$ cat src/rtl/core/rgb_to_hsv_converter_defines.svh
// Assertion macros shared by the RGB to HSV converter RTL.
// Expects clk and rst_n in the scope of each use; no other dependencies.
`ifndef RGB_TO_HSV_CONVERTER_DEFINES_SVH
`define RGB_TO_HSV_CONVERTER_DEFINES_SVH
`ifndef NO_ASSERTIONS
`define RHC_ASSERT(label, prop, msg) \
  label: assert property (@(posedge clk) disable iff (!rst_n) prop) else $error(msg);
`define RHC_ASSERT_IMP(label, ante, cons, msg) \
  `RHC_ASSERT(label, (ante) |-> (cons), msg)
`else
`define RHC_ASSERT(label, prop, msg)
`define RHC_ASSERT_IMP(label, ante, cons, msg)
`endif
`endif

$ cat src/rtl/core/rhc_pkg.sv
// Types and constants for the RGB to HSV converter pipeline.
// No dependencies.
package rhc_pkg;

  localparam int unsigned CHAN_W       = 8;
  localparam int unsigned HUE_W        = 15;
  localparam int unsigned SAT_W        = 16;
  // 60 * |diff| is 14 bits; its top 8 bits seed the hue remainder
  localparam int unsigned PROD_W       = 14;
  localparam int unsigned HUE_INT_BITS = 6;

  localparam int unsigned DEG_SECTOR     = 60;
  localparam int unsigned DEG_FULL       = 360;
  localparam int unsigned SECT_OFF_GREEN = 2;
  localparam int unsigned SECT_OFF_BLUE  = 4;

  typedef enum logic [1:0] {
    SECT_RED   = 2'd0,
    SECT_GREEN = 2'd1,
    SECT_BLUE  = 2'd2
  } sector_t;

  // Per-pixel control that rides the divider stages
  typedef struct packed {
    logic [CHAN_W-1:0]       mx;
    logic [CHAN_W-1:0]       delta;
    sector_t                 sector;
    logic                    neg;
    logic [HUE_INT_BITS-1:0] alo;   // dividend bits still to shift into hue division
    logic [CHAN_W-1:0]       rsat;  // saturation partial remainder, divisor mx
    logic [CHAN_W-1:0]       rhue;  // hue partial remainder, divisor delta
  } div_ctl_t;

endpackage

$ cat src/rtl/core/rgb_to_hsv_converter.sv
// RGB to HSV converter: one 8-bit RGB pixel in, one fixed-point HSV result out.
// Throughput one pixel per cycle when not stalled, set by one restoring-division
// step per pipeline stage for both quotients. Stalls collapse bubbles stage by stage.
// Synchronous active-low reset clears the stage valid bits only.
`include "rgb_to_hsv_converter_defines.svh"
module rgb_to_hsv_converter #(
  parameter int unsigned HUE_FRAC_BITS = 6,
  parameter int unsigned SAT_FRAC_BITS = 15
) (
  input  logic        clk,
  input  logic        rst_n,
  input  logic        in_valid,
  output logic        in_stall,
  input  logic [7:0]  in_red,
  input  logic [7:0]  in_green,
  input  logic [7:0]  in_blue,
  output logic        out_valid,
  input  logic        out_stall,
  output logic [14:0] out_hue,
  output logic [15:0] out_saturation,
  output logic [7:0]  out_brightness
);
  import rhc_pkg::*;

  localparam int unsigned SQW  = SAT_FRAC_BITS + 1;
  localparam int unsigned HQW  = HUE_INT_BITS + HUE_FRAC_BITS;
  localparam int unsigned NSTG = (SAT_FRAC_BITS > HQW) ? SAT_FRAC_BITS : HQW;

  logic           stg_valid [0:NSTG];
  div_ctl_t       stg_ctl   [0:NSTG];
  logic [SQW-1:0] stg_satq  [0:NSTG];
  logic [HQW-1:0] stg_hueq  [0:NSTG];
  logic           stg_ready [0:NSTG];
  logic           sat_top;

  rhc_front u_front (
    .clk       (clk),
    .rst_n     (rst_n),
    .in_valid  (in_valid),
    .in_stall  (in_stall),
    .in_red    (in_red),
    .in_green  (in_green),
    .in_blue   (in_blue),
    .valid_o   (stg_valid[0]),
    .ctl_o     (stg_ctl[0]),
    .sat_top_o (sat_top),
    .ready_i   (stg_ready[0])
  );

  assign stg_satq[0] = SQW'(sat_top);
  assign stg_hueq[0] = '0;

  for (genvar i = 0; i < NSTG; i++) begin : g_div
    rhc_div_stage #(
      .SQW    (SQW),
      .HQW    (HQW),
      .DO_SAT (i < SAT_FRAC_BITS),
      .DO_HUE (i < HQW)
    ) u_stage (
      .clk     (clk),
      .rst_n   (rst_n),
      .valid_i (stg_valid[i]),
      .ctl_i   (stg_ctl[i]),
      .satq_i  (stg_satq[i]),
      .hueq_i  (stg_hueq[i]),
      .ready_o (stg_ready[i]),
      .valid_o (stg_valid[i+1]),
      .ctl_o   (stg_ctl[i+1]),
      .satq_o  (stg_satq[i+1]),
      .hueq_o  (stg_hueq[i+1]),
      .ready_i (stg_ready[i+1])
    );
  end

  rhc_back #(
    .HUE_FRAC_BITS (HUE_FRAC_BITS),
    .SQW           (SQW),
    .HQW           (HQW)
  ) u_back (
    .clk            (clk),
    .rst_n          (rst_n),
    .valid_i        (stg_valid[NSTG]),
    .ctl_i          (stg_ctl[NSTG]),
    .satq_i         (stg_satq[NSTG]),
    .hueq_i         (stg_hueq[NSTG]),
    .ready_o        (stg_ready[NSTG]),
    .out_valid      (out_valid),
    .out_stall      (out_stall),
    .out_hue        (out_hue),
    .out_saturation (out_saturation),
    .out_brightness (out_brightness)
  );

  `RHC_ASSERT(free_output_frees_input, !out_stall |-> !in_stall, "input stalled while output is free")
  `RHC_ASSERT_IMP(black_is_gray, out_valid && out_brightness == 8'd0, out_saturation == 16'd0 && out_hue == 15'd0, "black pixel with nonzero hue or saturation")
  `RHC_ASSERT_IMP(hue_needs_sat, out_valid && out_hue != 15'd0, out_saturation != 16'd0 || SAT_FRAC_BITS > 15, "nonzero hue with zero saturation")

endmodule

$ cat src/rtl/core/rhc_front.sv
// Front end: max/min/sector pick, then delta, |diff| * 60 and divider seeds.
// Two register stages; uses rhc_pkg.
module rhc_front (
  input  logic                          clk,
  input  logic                          rst_n,
  input  logic                          in_valid,
  output logic                          in_stall,
  input  logic [7:0]                    in_red,
  input  logic [7:0]                    in_green,
  input  logic [7:0]                    in_blue,
  output logic                          valid_o,
  output rhc_pkg::div_ctl_t             ctl_o,
  output logic                          sat_top_o,
  input  logic                          ready_i
);
  import rhc_pkg::*;

  logic              a_valid_r;
  logic [CHAN_W-1:0] a_mx_r, a_mn_r, a_p_r, a_q_r;
  sector_t           a_sect_r;
  logic              b_valid_r;
  div_ctl_t          b_ctl_r;
  logic              b_top_r;

  logic              ready_a, ready_b;
  logic [CHAN_W-1:0] mx_nxt, mn_nxt, p_nxt, q_nxt;
  sector_t           sect_nxt;

  logic [CHAN_W-1:0] delta;
  logic [CHAN_W:0]   diff;
  logic [CHAN_W-1:0] mag;
  logic [PROD_W-1:0] prod;
  logic              top;
  div_ctl_t          ctl_nxt;

  assign ready_b  = !b_valid_r || ready_i;
  assign ready_a  = !a_valid_r || ready_b;
  assign in_stall = !ready_a;

  // red wins ties, then green
  always_comb begin
    if (in_red >= in_green && in_red >= in_blue) begin
      sect_nxt = SECT_RED;
      mx_nxt   = in_red;
    end else if (in_green >= in_blue) begin
      sect_nxt = SECT_GREEN;
      mx_nxt   = in_green;
    end else begin
      sect_nxt = SECT_BLUE;
      mx_nxt   = in_blue;
    end
    mn_nxt = in_red;
    if (in_green < mn_nxt) mn_nxt = in_green;
    if (in_blue < mn_nxt) mn_nxt = in_blue;
    case (sect_nxt)
      SECT_RED: begin
        p_nxt = in_green;
        q_nxt = in_blue;
      end
      SECT_GREEN: begin
        p_nxt = in_blue;
        q_nxt = in_red;
      end
      SECT_BLUE: begin
        p_nxt = in_red;
        q_nxt = in_green;
      end
      default: begin
        p_nxt = in_red;
        q_nxt = in_green;
      end
    endcase
  end

  always_ff @(posedge clk) begin
    if (!rst_n) begin
      a_valid_r <= 1'b0;
    end else if (ready_a) begin
      a_valid_r <= in_valid;
    end
  end

  always_ff @(posedge clk) begin
    if (ready_a && in_valid) begin
      a_mx_r   <= mx_nxt;
      a_mn_r   <= mn_nxt;
      a_p_r    <= p_nxt;
      a_q_r    <= q_nxt;
      a_sect_r <= sect_nxt;
    end
  end

  always_comb begin
    delta = a_mx_r - a_mn_r;
    diff  = {1'b0, a_p_r} - {1'b0, a_q_r};
    mag   = diff[CHAN_W] ? CHAN_W'(-diff) : diff[CHAN_W-1:0];
    // x * 60 = x * 64 - x * 4
    prod  = (PROD_W'(mag) << 6) - (PROD_W'(mag) << 2);
    // delta == mx only when min is zero: quotient is exactly one
    top   = (delta == a_mx_r);
    ctl_nxt.mx     = a_mx_r;
    ctl_nxt.delta  = delta;
    ctl_nxt.sector = a_sect_r;
    ctl_nxt.neg    = diff[CHAN_W];
    ctl_nxt.alo    = prod[HUE_INT_BITS-1:0];
    ctl_nxt.rsat   = top ? '0 : delta;
    ctl_nxt.rhue   = prod[PROD_W-1:HUE_INT_BITS];
  end

  always_ff @(posedge clk) begin
    if (!rst_n) begin
      b_valid_r <= 1'b0;
    end else if (ready_b) begin
      b_valid_r <= a_valid_r;
    end
  end

  always_ff @(posedge clk) begin
    if (ready_b && a_valid_r) begin
      b_ctl_r <= ctl_nxt;
      b_top_r <= top;
    end
  end

  assign valid_o   = b_valid_r;
  assign ctl_o     = b_ctl_r;
  assign sat_top_o = b_top_r;

endmodule

$ cat src/rtl/core/rhc_div_stage.sv
// One registered restoring-division step for saturation, hue or both (DO_SAT, DO_HUE).
// Uses rhc_pkg and the assertion macros header.
`include "rgb_to_hsv_converter_defines.svh"
module rhc_div_stage #(
  parameter int unsigned SQW    = 16,
  parameter int unsigned HQW    = 12,
  parameter bit          DO_SAT = 1'b1,
  parameter bit          DO_HUE = 1'b1
) (
  input  logic                   clk,
  input  logic                   rst_n,
  input  logic                   valid_i,
  input  rhc_pkg::div_ctl_t      ctl_i,
  input  logic [SQW-1:0]         satq_i,
  input  logic [HQW-1:0]         hueq_i,
  output logic                   ready_o,
  output logic                   valid_o,
  output rhc_pkg::div_ctl_t      ctl_o,
  output logic [SQW-1:0]         satq_o,
  output logic [HQW-1:0]         hueq_o,
  input  logic                   ready_i
);
  import rhc_pkg::*;

  logic           valid_r;
  div_ctl_t       ctl_r, ctl_nxt;
  logic [SQW-1:0] satq_r, satq_nxt;
  logic [HQW-1:0] hueq_r, hueq_nxt;
  logic [CHAN_W:0] s_step, h_step;

  // remainder stays below the divisor, so the shifted value fits 9 bits
  function automatic logic [CHAN_W:0] div_step(input logic [CHAN_W-1:0] rem,
                                               input logic [CHAN_W-1:0] den,
                                               input logic              bin);
    logic [CHAN_W:0] t;
    logic [CHAN_W:0] d;
    t = {rem, bin};
    d = {1'b0, den};
    if (t >= d) begin
      div_step = {1'b1, CHAN_W'(t - d)};
    end else begin
      div_step = {1'b0, t[CHAN_W-1:0]};
    end
  endfunction

  assign ready_o = !valid_r || ready_i;

  always_comb begin
    ctl_nxt  = ctl_i;
    satq_nxt = satq_i;
    hueq_nxt = hueq_i;
    s_step   = div_step(ctl_i.rsat, ctl_i.mx, 1'b0);
    h_step   = div_step(ctl_i.rhue, ctl_i.delta, ctl_i.alo[HUE_INT_BITS-1]);
    if (DO_SAT) begin
      ctl_nxt.rsat = s_step[CHAN_W-1:0];
      satq_nxt     = {satq_i[SQW-2:0], s_step[CHAN_W]};
    end
    if (DO_HUE) begin
      ctl_nxt.rhue = h_step[CHAN_W-1:0];
      ctl_nxt.alo  = {ctl_i.alo[HUE_INT_BITS-2:0], 1'b0};
      hueq_nxt     = {hueq_i[HQW-2:0], h_step[CHAN_W]};
    end
  end

  always_ff @(posedge clk) begin
    if (!rst_n) begin
      valid_r <= 1'b0;
    end else if (ready_o) begin
      valid_r <= valid_i;
    end
  end

  always_ff @(posedge clk) begin
    if (ready_o && valid_i) begin
      ctl_r  <= ctl_nxt;
      satq_r <= satq_nxt;
      hueq_r <= hueq_nxt;
    end
  end

  assign valid_o = valid_r;
  assign ctl_o   = ctl_r;
  assign satq_o  = satq_r;
  assign hueq_o  = hueq_r;

  `RHC_ASSERT_IMP(rem_below_divisor, valid_r && ctl_r.delta != 8'd0, ctl_r.rhue < ctl_r.delta && ctl_r.rsat < ctl_r.mx, "partial remainder not below divisor")

endmodule

$ cat src/rtl/core/rhc_back.sv
// Back end: hue sign fix, sector offset and wrap, gray zeroing; output register.
// Uses rhc_pkg.
module rhc_back #(
  parameter int unsigned HUE_FRAC_BITS = 6,
  parameter int unsigned SQW           = 16,
  parameter int unsigned HQW           = 12
) (
  input  logic                   clk,
  input  logic                   rst_n,
  input  logic                   valid_i,
  input  rhc_pkg::div_ctl_t      ctl_i,
  input  logic [SQW-1:0]         satq_i,
  input  logic [HQW-1:0]         hueq_i,
  output logic                   ready_o,
  output logic                   out_valid,
  input  logic                   out_stall,
  output logic [14:0]            out_hue,
  output logic [15:0]            out_saturation,
  output logic [7:0]             out_brightness
);
  import rhc_pkg::*;

  // signed width that holds +/- 360 degrees in hue units
  localparam int unsigned HSW       = 10 + HUE_FRAC_BITS;
  localparam int unsigned OFF_GREEN = (SECT_OFF_GREEN * DEG_SECTOR) << HUE_FRAC_BITS;
  localparam int unsigned OFF_BLUE  = (SECT_OFF_BLUE * DEG_SECTOR) << HUE_FRAC_BITS;
  localparam int unsigned FULL_TURN = DEG_FULL << HUE_FRAC_BITS;

  logic              out_valid_r;
  logic [HUE_W-1:0]  hue_r, hue_nxt;
  logic [SAT_W-1:0]  sat_r, sat_nxt;
  logic [CHAN_W-1:0] val_r;

  logic signed [HSW-1:0] q_s, frac_s, off_s, sum_s, wrap_s, hue_s;
  logic [HSW-1:0]        round_up;
  logic [31:0]           hue32, sat32;

  assign ready_o = !out_valid_r || !out_stall;

  always_comb begin
    q_s      = signed'(HSW'(hueq_i));
    round_up = HSW'(ctl_i.rhue != 8'd0);
    // floor of a negative quotient: negate and round the magnitude up
    frac_s   = ctl_i.neg ? -(q_s + signed'(round_up)) : q_s;
    case (ctl_i.sector)
      SECT_RED:   off_s = '0;
      SECT_GREEN: off_s = signed'(HSW'(OFF_GREEN));
      SECT_BLUE:  off_s = signed'(HSW'(OFF_BLUE));
      default:    off_s = '0;
    endcase
    sum_s  = off_s + frac_s;
    wrap_s = sum_s + signed'(HSW'(FULL_TURN));
    hue_s  = sum_s[HSW-1] ? wrap_s : sum_s;
    hue32  = 32'(hue_s);
    sat32  = 32'(satq_i);
    if (ctl_i.delta == 8'd0) begin
      hue_nxt = '0;
      sat_nxt = '0;
    end else begin
      hue_nxt = hue32[HUE_W-1:0];
      sat_nxt = sat32[SAT_W-1:0];
    end
  end

  always_ff @(posedge clk) begin
    if (!rst_n) begin
      out_valid_r <= 1'b0;
    end else if (ready_o) begin
      out_valid_r <= valid_i;
    end
  end

  always_ff @(posedge clk) begin
    if (ready_o && valid_i) begin
      hue_r <= hue_nxt;
      sat_r <= sat_nxt;
      val_r <= ctl_i.mx;
    end
  end

  assign out_valid      = out_valid_r;
  assign out_hue        = hue_r;
  assign out_saturation = sat_r;
  assign out_brightness = val_r;

endmodule
$ cat config.mk
export PLATFORM = sky130hd
export DESIGN_NAME = rgb_to_hsv_converter
export DESIGN_NICKNAME = d
export VERILOG_FILES = /design/src/rtl/core/rhc_pkg.sv /design/src/rtl/core/rgb_to_hsv_converter.sv /design/src/rtl/core/rhc_front.sv /design/src/rtl/core/rhc_div_stage.sv /design/src/rtl/core/rhc_back.sv
export VERILOG_INCLUDE_DIRS = /design/src /design/src/rtl/core
export SDC_FILE = /design/constraint.sdc
export NUM_CORES = 1
export LEC_CHECK = 0
export ABC_CLOCK_PERIOD_IN_PS = 7200
export BUFFER_PORTS_ARGS = -buffer_cell sky130_fd_sc_hd__buf_4
export CAP_MARGIN = 15
export CORE_ASPECT_RATIO = 0.5
export CORE_MARGIN = 2
export CORE_UTILIZATION = 50
export CTS_CLUSTER_DIAMETER = 80
export DETAILED_ROUTE_END_ITERATION = 7
export GPL_TIMING_DRIVEN = 0
export HOLD_SLACK_MARGIN = 0.05
export PLACE_DENSITY = 0.66
export SYNTH_ARGS = -nofsm -noshare
export SYNTH_HDL_FRONTEND = slang
export SYNTH_SLANG_ARGS = --single-unit
$ cat constraint.sdc
create_clock -name clk -period 7.2 [get_ports clk]
set_input_delay 0.36 -clock clk [delete_from_list [all_inputs] [get_ports clk]]
set_output_delay 0.36 -clock clk [all_outputs]
set_load 0.02 [all_outputs]
# Word level (Yosys, flattened, before mapping)
# Cells that the tools add are included.
# word_totals
output_inout_bits,41
mem_bits_rw,0
mem_count,0
wordCells,348
latchBits,0
regBits,914
inputBits,28
rom_bits,0
# op_classes
shifts,0
muxes,39
bitwise,0
n_reduce_logical,60
eq_ne,4
n_mul,0
div,0
order_cmp,32
addsub,35
# op_table
operator,n
>= comparator 9 x 8 -> 1 bit,27
2-to-1 mux 9 bit,27
subtractor 8 bit,28
2-to-1 mux 8 bit,5
case mux 8 bit (2 select lines),2
case mux 14 bit (2 select lines),1
>= comparator 8 bit,3
logical NOT 1 bit,20
logical AND 1 bit,19
logical OR 1 bit,18
adder 15 x 16 -> 16 bit,1
less-than comparator 8 bit,2
2-to-1 mux 16 bit,1
negator 16 bit,1
"adder 15 bit, second input constant",1
2-to-1 mux 15 bit,1
subtractor 14 x 10 -> 14 bit,1
adder 12 x 1 -> 13 bit,1
subtractor 8 x 8 -> 9 bit,1
equality test 8 bit,1
logical NOT 8 bit,1
negator 8 bit,1
nonzero test 8 bit,1
"equality test 2 x 1 -> 1 bit, second input constant",2
3 further kinds,4

# Longest topological paths before layout
# logic_depth
depth_word,20
mapped_depth,21
ltp_nobuf,21

# By module
# A second synthesis with hierarchy kept.
# unflattened
cells_unflattened,3579
area_unflattened_um2,52917.0
# modules_own_cells
module,seq_area_each_um2,area_each_um2,n_inst,cells_per_inst
rhc_div_stage at g_div[10].u_stage ...,2062.0,3074.2,8,201
rhc_div_stage at g_div[0].u_stage ...,2062.0,3090.5,4,207
rhc_div_stage at g_div[12].u_stage ...,2092.0,2621.3,3,140
rhc_front,2262.2,5535.3,1,479
rhc_back,1191.1,2558.7,1,243
rgb_to_hsv_converter,0.0,3.8,1,1

# Least setup slack after synthesis
# OpenSTA, ideal clock, no wires.
# synth_path
path_type,register to register
from,register u_back.out_valid_r (netlist: u_back.out_valid)
to,register g_div[12].u_stage.ctl_r (netlist bit g_div[12].u_stage.ctl_o[0]) (enable)
setup_slack_ns,1.396
synth_period_minus_slack_ns,5.804
arrival_ns,5.231
required_time_ns,6.627
setup_ns,0.573
path_stages_with_launch,4
cell_sequence,dfxtp_1 and3_1 and2_1 a21boi_0
# synth_via
elab_chain_cells,6
# synth_rtl
element,line,source
start: declaration,rhc_back.sv:29,logic out_valid_r;
start signal: assignment,rhc_back.sv:69,out_valid_r <= valid_i;
logical NOT 1 bit,rhc_back.sv:38,assign ready_o = !out_valid_r || !out_stall;
logical OR 1 bit,rhc_back.sv:38,
logical OR 1 bit (3 in a row),rhc_div_stage.sv:46,assign ready_o = !valid_r || ready_i;
logical AND 1 bit,rhc_div_stage.sv:74,if (ready_o && valid_i) begin
end signal: assignment,rhc_div_stage.sv:75,ctl_r <= ctl_nxt;
end: declaration,rhc_div_stage.sv:26,"div_ctl_t ctl_r, ctl_nxt;"
# No other way between the ends.
# A chain may end at the register's enable or synchronous reset.

# Final worst setup path
# layout_path
from,register g_div[14].u_stage.ctl_r (netlist bit g_div[14].u_stage.ctl_o[1])
to,register u_back.hue_r[11] (netlist: u_back.out_hue[11]) (data pin)
# layout_via
elab_chain_cells,7
# layout_rtl
element,line,source
start: declaration,rhc_div_stage.sv:26,
start signal: assignment,rhc_div_stage.sv:75,
nonzero test 8 bit (*),rhc_back.sv:42,round_up = HSW'(ctl_i.rhue != 8'd0);
adder 12 x 1 -> 13 bit (*),rhc_back.sv:44,frac_s = ctl_i.neg ? -(q_s + signed'(round_up)) : q_s;
negator 16 bit (*),rhc_back.sv:44,
2-to-1 mux 16 bit (*),rhc_back.sv:44,
adder 15 x 16 -> 16 bit (*),rhc_back.sv:51,sum_s = off_s + frac_s;
adder 15 bit,rhc_back.sv:52,wrap_s = sum_s + signed'(HSW'(FULL_TURN));
2-to-1 mux 15 bit (*),rhc_back.sv:53,hue_s = sum_s[HSW-1] ? wrap_s : sum_s;
end signal: assignment,rhc_back.sv:75,hue_r <= hue_nxt;
end: declaration,rhc_back.sv:30,"logic [HUE_W-1:0] hue_r, hue_nxt;"
# Every way passes the cells marked *; elsewhere a longest branch is shown, timed or not.

==> impl_metrics.env <==
export IMPL_status="completed"
export IMPL_min_from="rst_n"
export IMPL_rr_endpoint="u_back.out_hue[11]$_SDFFCE_PN0P_"
export IMPL_worstMarginPinSlew_ps=1060
export IMPL_die_area_um2=88500
export IMPL_grtUsageTotal=0.159
export IMPL_wl_mm=67.8
export IMPL_fin_nets=3591
export IMPL_clock_latency_ps=660
export IMPL_portBuffers=67
export IMPL_rows=75
export IMPL_cts_buffers_inserted=81
export IMPL_synthCells=3078
export IMPL_dr_first_iter_drc_count=1069
export IMPL_synth_area_mux_share=0.0597
export IMPL_avgViaCountPerCell=5.18
export IMPL_clockPowerShare=0.368
export IMPL_fillers=6563
export IMPL_avgSynthCellArea_um2=14.0
export IMPL_hold_ws_ps=113
export IMPL_r2r_start="g_div[14].u_stage.ctl_o[1]$_DFFE_PP_"
export IMPL_yosysSeqAreaShare=0.626
export IMPL_grt_pass1_wl_mm=115
export IMPL_synth_edf_count=885
export IMPL_coreArea_um2=84500
export IMPL_worstPathArrival_ps=5840
export IMPL_hold_class="in -> reg"
export IMPL_drv_cap=0
export IMPL_syn_to_final_growth_pct=12.0
export IMPL_overflow=0
export IMPL_synth_xor_area_frac=0.0279
export IMPL_yosysWarnings=0
export IMPL_synthFlopType="edfxtp_1"
export IMPL_antenna_found_initial=0
export IMPL_cts_tree="yes"
export IMPL_fin_crit_ps=5440
export IMPL_synth_top_area_cell="edfxtp_1"
export IMPL_synthArstFlopShare=0
export IMPL_hold_end="g_div[14].u_stage.valid_o$_SDFFE_PN0P_"
export IMPL_antenna_left=0
export IMPL_fin_ws_ps=1760
export IMPL_holdPathStages=2
export IMPL_critPathLaunchType="flip-flop"
export IMPL_io_pins=69
export IMPL_pwr_share_comb=0.116
export IMPL_cts_sinks=903
export IMPL_initial_utilization=0.509
export IMPL_clock_skew_ps=26.4
export IMPL_yosys_area_top_type_share=0.618
export IMPL_ys_types=74
export IMPL_leakage_nw=18.4
export IMPL_fmax_mhz=184
export IMPL_synth_adder_area_share=0.0941
export IMPL_drive_gt1_frac=0.135
export IMPL_cts_max_path_buffers=3
export IMPL_required_ps=7600
export IMPL_drc=0
export IMPL_tns_ps=0
export IMPL_cts_root_buf="clkbuf_16"
export IMPL_rr_worst_depth=20
export IMPL_dp_slack_ps=1750
export IMPL_slew_limit_headroom=0.295
export IMPL_setup_worst_path_end_class="flip-flop"
export IMPL_p_switching_w=0.00267
export IMPL_fin_crit_sh=0.755
export IMPL_synthesis_area_um2=43000
export IMPL_vias=23000
export IMPL_synth_top_family_by_area="adder cells"
export IMPL_die_x_um=419
export IMPL_setup_viol=0
export IMPL_synth_simple_area_share=0.0723
export IMPL_synth_compound_area_frac=0.0842
export IMPL_dpl_hpwl_mm=49.9
export IMPL_seq_power_share=0.516
export IMPL_rsz0062_at_grt="no"
export IMPL_final_max_slew_violation_count=0
export IMPL_gp_congestion=0.845
export IMPL_power_density_nw_per_um2=239
export IMPL_crit_type="reg -> reg"
export IMPL_synthTopCellsByArea="edfxtp_1, ha_1, mux2_2"
export IMPL_grt_max_degree=39
export IMPL_ir_drop_uv=187
export IMPL_swShare=0.232
export IMPL_die_h_um=211
export IMPL_power_internal_w=0.00884
export IMPL_grt_pass1_vias=24000
export IMPL_cts_clk_slew_worst_paths_ps=60
export IMPL_h_tree_depth=3
export IMPL_ys_seq_elements=903
export IMPL_final_hold_viol_count=0
export IMPL_wl_per_cell_um=15.3
export IMPL_worst_r2r_setup_slack_ps=1760
export IMPL_drt_pass1_iter_count=5
export IMPL_syn_nets=3412
export IMPL_cp_max_fo=8
==> cell usage after synthesis, types with 19 or more instances <==
cell	count
or2_2	31
fa_1	29
inv_1	380
ha_1	277
nand3_1	45
a21oi_1	60
nor3b_1	27
o21ai_0	126
and2_1	25
a21boi_1	23
xor2_1	46
o31ai_1	28
nor2b_1	76
edfxtp_1	885
nand2b_1	33
a211oi_1	29
nand2_1	51
mux2i_1	100
o41ai_2	23
o311a_1	23
xnor2_1	91
nor2_1	210
nand4_1	40
mux2_2	139
a21boi_0	39
a21o_1	62
o21a_1	19
==> sequential cells by signal, indices dropped and copies added, names as in the netlist, 15 cells and up <==
name	flops
g_div.u_stage.hueq_o	114
g_div.u_stage.valid_o	15
u_front.ctl_o	39
g_div.u_stage.satq_o	135
u_back.out_saturation	16
g_div.u_stage.ctl_o	523
u_back.out_hue	15
==> power groups by stage <==
stage,clock network (W),logic (W),registers (W)
after floorplan,0,0.00105,0.00604
after global placement,0,0.00129,0.00606
after detailed placement,0,0.00132,0.00606
after CTS,0.00437,0.00134,0.00594
after global routing,0.00459,0.00150,0.00595
final,0.00424,0.00133,0.00594
==> placed cells by master (no fill, tap or decap), drive strengths merged, types with 7 or more instances in the layout <==
cell type,n
edfxtp,885
inv,385
ha,277
nor2,211
mux2,139
o21ai,128
clkbuf,106
buf,101
mux2i,100
xnor2,91
nor2b,76
a21o,62
a21boi,62
a21oi,60
nand2,51
xor2,46
nand3,46
nand4,40
clkinv,34
nand2b,33
or2,31
a211oi,29
fa,29
o31ai,29
nor3b,27
o41ai,27
and2,25
o311a,23
o21a,19
dfxtp,18
and3,14
nor3,11
or3,11
nor4,9
clkinvlp,9
o211ai,8
o21bai,8
bufinv,7
==> per-layer routing <==
metal | global-route usage | vias to the layer above | share of wire
met5 | 0 | - | 0
met4 | 0.0537 | 0 | 0.028
met3 | 0.0297 | 124 | 0.030
met2 | 0.289 | 254 | 0.50
met1 | 0.191 | 10900 | 0.44
li1 | - | 11700 | -
==> final cells by class <==
type | count | area, um2 | area share
antenna | 1 | 2.50 | 0.0000519
buffer | 23 | 96.3 | 0.00200
clock buffer | 94 | 2080 | 0.0431
clock inverter | 55 | 518 | 0.0108
inverter | 380 | 1430 | 0.0296
multi-input combinational | 1772 | 14700 | 0.305
sequential | 903 | 26900 | 0.559
tap | 1116 | 1400 | 0.0290
timing repair buffer | 96 | 1040 | 0.0216
==> worst max-delay path by stage <==
stage                                                    start                                    end  slack (ps)
after global routing      g_div[14].u_stage.ctl_o[1]$_DFFE_PP_       u_back.out_hue[11]$_SDFFCE_PN0P_        1400
after floorplan                  u_back.out_valid$_SDFFE_PN0P_   g_div[12].u_stage.ctl_o[0]$_DFFE_PP_        1400
after CTS                 g_div[14].u_stage.ctl_o[1]$_DFFE_PP_       u_back.out_hue[11]$_SDFFCE_PN0P_        1750
final                     g_div[14].u_stage.ctl_o[1]$_DFFE_PP_       u_back.out_hue[11]$_SDFFCE_PN0P_        1760
after detailed placement  g_div[14].u_stage.ctl_o[1]$_DFFE_PP_       u_back.out_hue[11]$_SDFFCE_PN0P_        1750
after global placement                               out_stall  g_div[12].u_stage.ctl_o[39]$_DFFE_PP_       -1100
==> per-stage QoR <==
stage	total power, W	area (um2)	std cells	utilization
2_1_floorplan	0.00709	43000	3078	-
3_3_place_gp	0.00734	44900	4261	0.532
3_5_place_dp	0.00738	45500	4284	0.539
4_1_cts	0.0117	48200	4439	0.570
5_1_grt	0.0120	48200	4439	0.570
6_report	0.0115	48200	4440	0.570
==> critical path, cell delays in order (launching register included) <==
cell and delay, ps:
edfxtp_1 360, nor4_1 310, nand2_1 110, ha_1 290
ha_1 310, inv_1 80, ha_1 230, or4b_1 450
o31ai_1 110, o21ai_1 250, nor2_2 340, and2_1 180
o311ai_0 150, xnor2_1 240, fa_1 460, a21o_1 200
a21oi_1 220, o21bai_1 160, or3_1 400, a31o_1 220
mux2i_1 140
==> timing repair <==
action	4_1_cts	5_1_grt
setup buffers	0	0
hold endpoints to repair	6	0
hold buffers	6	0
resized for setup	0	0
==> logic make-up (layout without fill, tap and decap cells) <==
| kind of cell | Yosys count | after routing |
|---|---|---|
| XOR/XNOR | 137 | 137 |
| multiplexers | 239 | 239 |
| buffers and inverters | 403 | 648 |
| adder cells (fa/ha/maj) | 306 | 306 |
| other | 0 | 1 |
| AO/OA/AOI/OAI | 492 | 492 |
| AND/OR/NAND/NOR | 598 | 598 |
| flip-flops | 903 | 903 |
(Power assumes the default switching activity.)
